**src/hw/rtl/dlcd_pkg.sv**
```systemverilog
// Shared types, constants and functions for the LCD segment image block.
// Used by dlcd_divide, dlcd_encode and the top level; has no dependencies.
package dlcd_pkg;

  localparam int VALUE_WIDTH         = 31;
  localparam int DIGITS_MAX          = 6;
  localparam int DIGIT_COUNT_DEFAULT = 6;
  localparam int SEG_BYTES           = 12;

  // Reciprocal multipliers and shifts giving floor(value / 10^k) exactly.
  localparam logic [31:0] DIV_RECIP [DIGITS_MAX+1] = '{
    32'd2147483648, 32'd3435973837, 32'd2748779070, 32'd2199023256,
    32'd3518437209, 32'd2814749768, 32'd2251799814
  };
  localparam logic [5:0] DIV_SHIFT [DIGITS_MAX+1] = '{
    6'd31, 6'd35, 6'd38, 6'd41, 6'd45, 6'd48, 6'd51
  };

  // Panel bit position for each pattern bit.
  localparam logic [3:0] RAW_BIT_OF [16] = '{
    4'd14, 4'd1, 4'd13, 4'd15, 4'd11, 4'd3, 4'd7, 4'd2,
    4'd5, 4'd9, 4'd6, 4'd10, 4'd12, 4'd8, 4'd4, 4'd0
  };

  typedef struct packed {
    logic                       valid;
    logic [DIGITS_MAX:0][3:0]   quot;
  } dlcd_quot_t;

  function automatic logic [15:0] digit_pattern(input logic [3:0] digit);
    logic [15:0] pat;
    unique case (digit)
      4'd0:    pat = 16'hFC00;
      4'd1:    pat = 16'h6000;
      4'd2:    pat = 16'hDA10;
      4'd3:    pat = 16'hF210;
      4'd4:    pat = 16'h6610;
      4'd5:    pat = 16'hB610;
      4'd6:    pat = 16'hBE10;
      4'd7:    pat = 16'hE000;
      4'd8:    pat = 16'hFE10;
      4'd9:    pat = 16'hF610;
      default: pat = 16'h0000;
    endcase
    return pat;
  endfunction

  function automatic logic [15:0] panel_order(input logic [15:0] pat);
    logic [15:0] raw;
    raw = '0;
    for (int b = 0; b < 16; b++) begin
      raw[RAW_BIT_OF[b]] = pat[b];
    end
    return raw;
  endfunction

endpackage

```
**src/hw/rtl/dlcd_divide.sv**
```systemverilog
// Quotient stage: divides the registered value by each power of ten.
// Depends on dlcd_pkg.
module dlcd_divide (
  input  logic                                clk,
  input  logic                                rst,
  input  logic                                in_valid,
  input  logic [dlcd_pkg::VALUE_WIDTH-1:0]    value,
  output dlcd_pkg::dlcd_quot_t                quot_stage
);

  logic [dlcd_pkg::DIGITS_MAX:0][3:0] quot_next;
  logic [63:0]                        prod [dlcd_pkg::DIGITS_MAX+1];

  always_comb begin
    for (int k = 0; k <= dlcd_pkg::DIGITS_MAX; k++) begin
      prod[k]      = 64'(value) * 64'(dlcd_pkg::DIV_RECIP[k]);
      quot_next[k] = 4'(prod[k] >> dlcd_pkg::DIV_SHIFT[k]);
    end
  end

  always_ff @(posedge clk) begin
    if (rst) begin
      quot_stage.valid <= 1'b0;
    end else begin
      quot_stage.valid <= in_valid;
    end
    if (in_valid) begin
      quot_stage.quot <= quot_next;
    end
  end

endmodule

```
**src/hw/rtl/dlcd_encode.sv**
```systemverilog
// Digit and segment stage: forms each digit, looks up and permutes its
// pattern and registers the segment memory image. Depends on dlcd_pkg.
module dlcd_encode #(
  parameter int DIGIT_COUNT = dlcd_pkg::DIGIT_COUNT_DEFAULT
) (
  input  logic                                   clk,
  input  logic                                   rst,
  input  dlcd_pkg::dlcd_quot_t                   quot_stage,
  output logic                                   done,
  output logic [dlcd_pkg::SEG_BYTES-1:0][7:0]    seg_bytes
);

  logic [dlcd_pkg::DIGITS_MAX-1:0][3:0]  digit;
  logic [dlcd_pkg::DIGITS_MAX-1:0][15:0] raw;
  logic [dlcd_pkg::SEG_BYTES-1:0][7:0]   seg_bytes_next;

  // Each digit is floor(v/10^k) - 10*floor(v/10^(k+1)), which fits in four bits.
  always_comb begin
    for (int k = 0; k < dlcd_pkg::DIGITS_MAX; k++) begin
      digit[k] = quot_stage.quot[k] - {quot_stage.quot[k+1][0], 3'b000}
                 - {quot_stage.quot[k+1][2:0], 1'b0};
      raw[k]   = (k < DIGIT_COUNT) ?
                 dlcd_pkg::panel_order(dlcd_pkg::digit_pattern(digit[k])) : 16'h0000;
    end
    for (int n = 0; n < 4; n++) begin
      for (int p = 0; p < 3; p++) begin
        seg_bytes_next[n*3+p] = {raw[4-2*p][4*n +: 4], raw[5-2*p][4*n +: 4]};
      end
    end
  end

  always_ff @(posedge clk) begin
    if (rst) begin
      done <= 1'b0;
    end else begin
      done <= quot_stage.valid;
    end
    if (quot_stage.valid) begin
      seg_bytes <= seg_bytes_next;
    end
  end

endmodule

```
**src/hw/rtl/decimal_to_lcd_segment_image_top.sv**
```systemverilog
// The image of a word taken at a clock edge is on the outputs, with done high, once it
// has passed through the input, quotient and image registers.
// Throughput: one word per cycle; busy is high only while reset is held.
// The three-stage pipeline is input register, quotient register, image register.
// Reset is synchronous and active high and clears the valid flags and done.
// Top level of the LCD segment image block; depends on dlcd_pkg, dlcd_divide, dlcd_encode.
module decimal_to_lcd_segment_image_top #(
  parameter int DIGIT_COUNT = dlcd_pkg::DIGIT_COUNT_DEFAULT
) (
  input  logic                               clk,
  input  logic                               rst,
  input  logic                               start,
  output logic                               busy,
  input  logic [dlcd_pkg::VALUE_WIDTH-1:0]   value,
  output logic                               done,
  output logic [7:0]                         seg_byte_0,
  output logic [7:0]                         seg_byte_1,
  output logic [7:0]                         seg_byte_2,
  output logic [7:0]                         seg_byte_5,
  output logic [7:0]                         seg_byte_6,
  output logic [7:0]                         seg_byte_7,
  output logic [7:0]                         seg_byte_10,
  output logic [7:0]                         seg_byte_11,
  output logic [7:0]                         seg_byte_12,
  output logic [7:0]                         seg_byte_15,
  output logic [7:0]                         seg_byte_16,
  output logic [7:0]                         seg_byte_17
);

  logic                                 value_valid;
  logic [dlcd_pkg::VALUE_WIDTH-1:0]     value_reg;
  dlcd_pkg::dlcd_quot_t                 quot_stage;
  logic [dlcd_pkg::SEG_BYTES-1:0][7:0]  seg_bytes;

  assign busy = rst;

  always_ff @(posedge clk) begin
    if (rst) begin
      value_valid <= 1'b0;
    end else begin
      value_valid <= start;
    end
    if (start && !busy) begin
      value_reg <= value;
    end
  end

  dlcd_divide u_divide (
    .clk        (clk),
    .rst        (rst),
    .in_valid   (value_valid),
    .value      (value_reg),
    .quot_stage (quot_stage)
  );

  dlcd_encode #(
    .DIGIT_COUNT (DIGIT_COUNT)
  ) u_encode (
    .clk        (clk),
    .rst        (rst),
    .quot_stage (quot_stage),
    .done       (done),
    .seg_bytes  (seg_bytes)
  );

  assign seg_byte_0  = seg_bytes[0];
  assign seg_byte_1  = seg_bytes[1];
  assign seg_byte_2  = seg_bytes[2];
  assign seg_byte_5  = seg_bytes[3];
  assign seg_byte_6  = seg_bytes[4];
  assign seg_byte_7  = seg_bytes[5];
  assign seg_byte_10 = seg_bytes[6];
  assign seg_byte_11 = seg_bytes[7];
  assign seg_byte_12 = seg_bytes[8];
  assign seg_byte_15 = seg_bytes[9];
  assign seg_byte_16 = seg_bytes[10];
  assign seg_byte_17 = seg_bytes[11];

endmodule

```
**config.mk**
```make
export PLATFORM = sky130hd
export DESIGN_NAME = decimal_to_lcd_segment_image_top
export DESIGN_NICKNAME = d
export VERILOG_FILES = /design/src/hw/rtl/dlcd_pkg.sv /design/src/hw/rtl/dlcd_divide.sv /design/src/hw/rtl/dlcd_encode.sv /design/src/hw/rtl/decimal_to_lcd_segment_image_top.sv
export SDC_FILE = /design/constraint.sdc
export NUM_CORES = 2
export LEC_CHECK = 0
export ABC_AREA = 1
export ABC_CLOCK_PERIOD_IN_PS = 8300
export BUFFER_PORTS_ARGS = -buffer_cell sky130_fd_sc_hd__buf_4
export CAP_MARGIN = 30
export CORE_MARGIN = 1
export CORE_UTILIZATION = 68
export DETAILED_ROUTE_END_ITERATION = 8
export GPL_TIMING_DRIVEN = 0
export PLACE_DENSITY_LB_ADDON = 0.1
export RECOVER_POWER = 100
export SYNTH_ARGS = -nofsm -noshare
export SYNTH_HDL_FRONTEND = slang
export SYNTH_SLANG_ARGS = --single-unit
```
**constraint.sdc**
```tcl
create_clock -name clk -period 8.3 [get_ports clk]
set_clock_uncertainty 0.15 [all_clocks]
set_input_delay 1.245 -clock clk [delete_from_list [all_inputs] [get_ports clk]]
set_output_delay 1.245 -clock clk [all_outputs]
set_load 0.005 [all_outputs]
```
After elaboration in Yosys (flattened, before gate mapping)
Memory sizes are Yosys's and may differ from the RTL's. A register that Yosys moved wholly into a read port is not among the register bits.
Cells that the tools add are included.
Storage, ports and cells
  flip-flop bits (word level): 133
  bits in read-only memories: 768
  bits of input ports: 34
  output and inout bits: 98
  logic and storage cells: 46
  memories kept: 6
Memories
  (no name shown): words 16, bits a word 8, rd ports 1, clocked after Yosys merged registers in 1, wr ports 0, line dlcd_pkg.sv:32  | unique case (digit)
  (no name shown): words 16, bits a word 8, rd ports 1, clocked after Yosys merged registers in 1, wr ports 0, line dlcd_pkg.sv:32
  (no name shown): words 16, bits a word 8, rd ports 1, clocked after Yosys merged registers in 1, wr ports 0, line dlcd_pkg.sv:32
  (no name shown): words 16, bits a word 8, rd ports 1, clocked after Yosys merged registers in 1, wr ports 0, line dlcd_pkg.sv:32
  (no name shown): words 16, bits a word 8, rd ports 1, clocked after Yosys merged registers in 1, wr ports 0, line dlcd_pkg.sv:32
  (no name shown): words 16, bits a word 8, rd ports 1, clocked after Yosys merged registers in 1, wr ports 0, line dlcd_pkg.sv:32
Operators by class
  add/sub/neg operators: 12
  multipliers: 6
  reductions and logical operators: 2
Operators with widths (count)
  $mul 31x31->53 const B: 1
  $mul 31x29->49 const B: 1
  $mul 31x32->49 const B: 1
  $sub 4x4->4: 12
  $mul 31x29->42 const B: 1
  $mul 31x31->41 const B: 1
  $mul 31x32->39 const B: 1
  $logic_and 1x1->1: 1
  $logic_not 1->1: 1

Logic depth before layout (Yosys ltp)
  depth in word-level cells: 2
  depth in mapped cells: 34
  mapped depth without buffers: 34

Cells and area by module
Synthesis repeated with hierarchy kept, for this count alone.
Second synthesis, totals
  cell total of the unflattened synthesis: 8286
  area total of the unflattened synthesis: 75690.1 um^2
By module, submodules not included
  dlcd_divide: instances 1, cells an instance 7659, area an instance 70397.5 um^2, sequential area each 860.8 um^2
  dlcd_encode: instances 1, cells an instance 591, area an instance 4322.9 um^2, sequential area each 1281.2 um^2
  decimal_to_lcd_segment_image_top: instances 1, cells an instance 36, area an instance 969.7 um^2, sequential area each 950.9 um^2

Worst setup path after synthesis
No wires, ideal clock.
  path kind: register to register
  start point: register value_reg[11] (netlist name)
  end point: register, netlist name u_divide.quot_stage[6]
  library setup time: 0.253 ns
  arrival: 7.046 ns
  data required time: 7.897 ns
  slack: 0.851 ns
  cell stages (with the launch flop): 22
  path buffers: 0
  clock period less this slack: 7.449 ns
  path through: edfxtp_1 inv_1 ha_1 nor2_1 nor2_1 ha_1 fa_1 inv_1 fa_1 fa_1 fa_1 fa_1 fa_1 inv_1 ha_1 inv_1 nor3_1 nand2_1 nor3_1 nand3_1 nand4_1 nand2_1
RTL lines
  start: declaration: line decimal_to_lcd_segment_image_top.sv:31  | logic [dlcd_pkg::VALUE_WIDTH-1:0] value_reg;
  start signal: assignment: line decimal_to_lcd_segment_image_top.sv:44  | value_reg <= value;

==> results.tsv <==
stage	metric	value	unit
outcome	status	finished, violations left	
outcome	violations	max-capacitance violations, max-slew violations, negative setup slack	
routing	dr.first_iter.drc_count	6786	
sta	min_period	8594	ps
floorplan	ios	132	
floorplan	die_h	332.3	µm
sta	fmax	0.1164	GHz
clock_tree	cts_sinks	103	
synth	async_reset_ff_share	0	%
place	dp_hpwl	250400	µm
floorplan	die_area	110400	µm²
synth	synthMuxAreaShare	0	%
synth	netlist.area_leader.share	46.36	%
clock_tree	root_buffer	clkbuf_16	
routing	drc	0	
clock_tree	worstSkewPairLatency	430	ps
sta	report.final.slew_viol_count	100	
grt	antenna_found_initial	31	
critical_path	end_kind	register	
synth	ys_seq_area_share	4.129	%
critical_path	rrSetupSlack	-290	ps
place	routabilityCongestion	1.173	
synth	synth_ff_type	edfxtp_1	
critical_path	reg2regPathDepth	22	
routing	postRouteAntennaNets	0	
synth	yosys_warnings	0	
floorplan	initial_core_util	68.91	%
routing	vias	58394	
synth	syn-cell-area	74190	µm²
clock_tree	clockBufferDepth	2	
critical_path	rr_endpoint	u_divide.quot_stage[15]	
routing	avgRoutedWirePerCell	30.35	µm
hold_path	worstHoldEndpoint	u_encode.seg_bytes[92]	
floorplan	core_area	107700	µm²
routing	vias_per_cell	6.015	
sta	hold_viol_final	0	
grt	grt_pass1_vias	60848	
clock_tree	cts_buffers	9	
critical_path	cp_slowest_cell	edfxtp_1	
synth	synth.avg_cell_area	9.333	µm²
grt	grt_use_total	55.06	%
sta	post-route-period-util	103.5	%
synth	netlist-cell-type-count	33	
place	io_buffer_count	83	
synth	synth_compound_area_share	2.852	%
finish	area_growth	9.418	%
floorplan	chipWidth	332.3	µm
synth	yosysTopAreaCell	fa_1	
synth	synth.ff_latch_count	103	
critical_path	cpMostUsedCell	fa_1	
synth	synthXorXnorAreaFrac	1.133	%
critical_path	cpPeakStageDelay	790	ps
critical_path	r2r-start	value_reg[13]	
finish	largest_register_ffs	42	
floorplan	rows	120	
sta	fin_setup_tns	-782.4	ps
critical_path	required	8300	ps
critical_path	crit_path_start_kind	register	
hold_path	hold_start	u_divide.quot_stage[28]	
synth	syn_inst	7949	
hold_path	hold_class	reg -> reg	
flow_run	drv.max_cap_violation_count	4	
finish	finalNetCount	11372	
routing	postRouteWirelength	294700	µm
synth	synth-edff-count	100	
synth	synth_area_leaders	fa_1, ha_1, inv_1, nand2_1, edfxtp_1	
sta	max-slew-margin-rel	-40.09	%
critical_path	crit_arrival	8590	ps
finish	layout-drive-gt1-share	5.216	%
hold_path	whs_path_depth	0	
grt	grt_max_degree	37	
sta	setup_violations	7	
critical_path	cp_cell_sequence	buf_16 -> ha_2 -> ha_4 -> clkinvlp_4 -> fa_1 -> inv_1 -> fa_1 -> inv_1 -> fa_1 -> fa_1 -> fa_1 -> inv_1 -> ha_1 -> ha_1 -> inv_1 -> o21bai_1 -> a21boi_0 -> nand2_1 -> a21oi_1 -> nand3_1 -> nand3_1 -> nand2_1	
sta	worst_pin_slew	2101	ps
clock_tree	cts_htree_levels	3	
synth	synth_simple_gate_area_share	8.620	%
critical_path	path_class	reg -> reg	
routing	drt_pass1_iterations	7	
grt	grt_pass1_wl	418900	µm
clock_tree	path_clk_slew	100	ps
sta	setup_ws	-294.0	ps
grt	overflow	0	
synth	synth_top_family_by_area	adder cells	
clock_tree	cts_tree	done	
finish	fillCellCount	7711	
synth	yosys.area_share.adder	68.99	%
critical_path	cp_max_fo	9	
## worst max path at each step
stage                     slack, ps                       to  cells after the start     startpoint
after floorplan                 850   u_divide.quot_stage[6]                     21  value_reg[11]
after CTS                         2  u_divide.quot_stage[20]                     23   value_reg[1]
after global placement        -4850  u_divide.quot_stage[20]                     22  value_reg[11]
after detailed placement      -1480  u_divide.quot_stage[20]                     23  value_reg[14]
after global routing            -50  u_divide.quot_stage[15]                     23  value_reg[22]
final                          -290  u_divide.quot_stage[15]                     22  value_reg[13]
## cells in the mapped netlist (3+ instances only)
cell,count
a21boi_0,15
a21o_1,36
a21oi_1,211
a31oi_1,7
and3_1,3
buf_4,55
clkbuf_1,3
dfxtp_1,3
edfxtp_1,100
fa_1,1718
ha_1,1342
inv_1,2704
nand2_1,934
nand2_2,9
nand3_1,173
nand3_2,3
nand3b_1,14
nand4_1,40
nor2_1,282
nor3_1,35
nor3b_1,4
nor4_1,9
o21a_1,7
o21ai_0,86
o21bai_1,19
or2_2,35
xnor2_1,48
xor2_1,48
## per-stage QoR
stage,utilization [%],hold WS [ps],instance area [µm²],setup WS [ps],std cells
detailed placement,74.35,424.1,80040,-1476,9610
floorplan,-,640.6,74360,851.1,7996
CTS,74.95,426.1,80690,1.669,9653
global placement,71.29,725.8,76740,-4852,9482
global route,75.36,493.9,81120,-46.85,9688
finish,75.40,486.7,81170,-294.0,9708
## logic make-up after synthesis
family                   after synthesis
XOR/XNOR                              96
flip-flops                           103
adder cells (fa/ha/maj)             3060
buffers and inverters               2764
AND/OR/NAND/NOR                     1543
AO/OA/AOI/OAI                        382
other                                  1
## critical path: cells and delay by family (launching register included)
kind / cells / cell delay (ps)
AO/OA/AOI/OAI: 3 / 680
adder cells (fa/ha/maj): 9 / 4560
buffers and inverters: 6 / 1090
flip-flops: 1 / 790
AND/OR/NAND/NOR: 4 / 990
## area by class of cell
cell class / count / area, µm² / share of cell area (%)
inverter: 2704 / 10210 / 12.58
tap: 1403 / 1755 / 2.163
clock inverter: 7 / 86.33 / 0.1064
antenna: 22 / 55.05 / 0.06782
sequential: 103 / 3063 / 3.773
buffer: 60 / 434.2 / 0.5349
timing repair buffer: 271 / 4462 / 5.497
clock buffer: 9 / 225.2 / 0.2775
multi-input combinational: 5129 / 60880 / 75.00
## per-layer routing
| layer | routed length, µm | global-route usage, % |
|---|---|---|
| met3 | 51730 | 30.14 |
| met4 | 32770 | 44.96 |
| met2 | 113400 | 73.29 |
| met1 | 96330 | 64.83 |
| met5 | 460 | 1.129 |
## timing repair
action                     in CTS  in global routing
buffers inserted               27                 20
resized for setup              33                 24
setup endpoints to repair      23                 20
hold buffers                    0                  0
pin swaps                       1                  1
## placed cells by master, fill, tap and decap left out, types with 17 or more instances in the layout
master,netlist,layout
edfxtp_1,100,100
xnor2_1,48,48
o21ai_0,86,86
nand4_1,40,40
a21oi_1,211,209
xor2_1,48,48
buf_4,55,100
buf_8,0,17
nand2_1,934,933
a21o_1,36,36
or2_2,35,35
fa_1,1718,1715
nand3_1,173,174
o21bai_1,19,19
ha_1,1342,1320
conb_1,1,48
nor2_1,282,278
inv_1,2704,2687
nor3_1,35,32
clkbuf_4,0,76
buf_16,0,113
diode_2,0,22
Power is not shown: default switching activity piles up to over one toggle a cycle in this logic, so the estimate is an artifact.
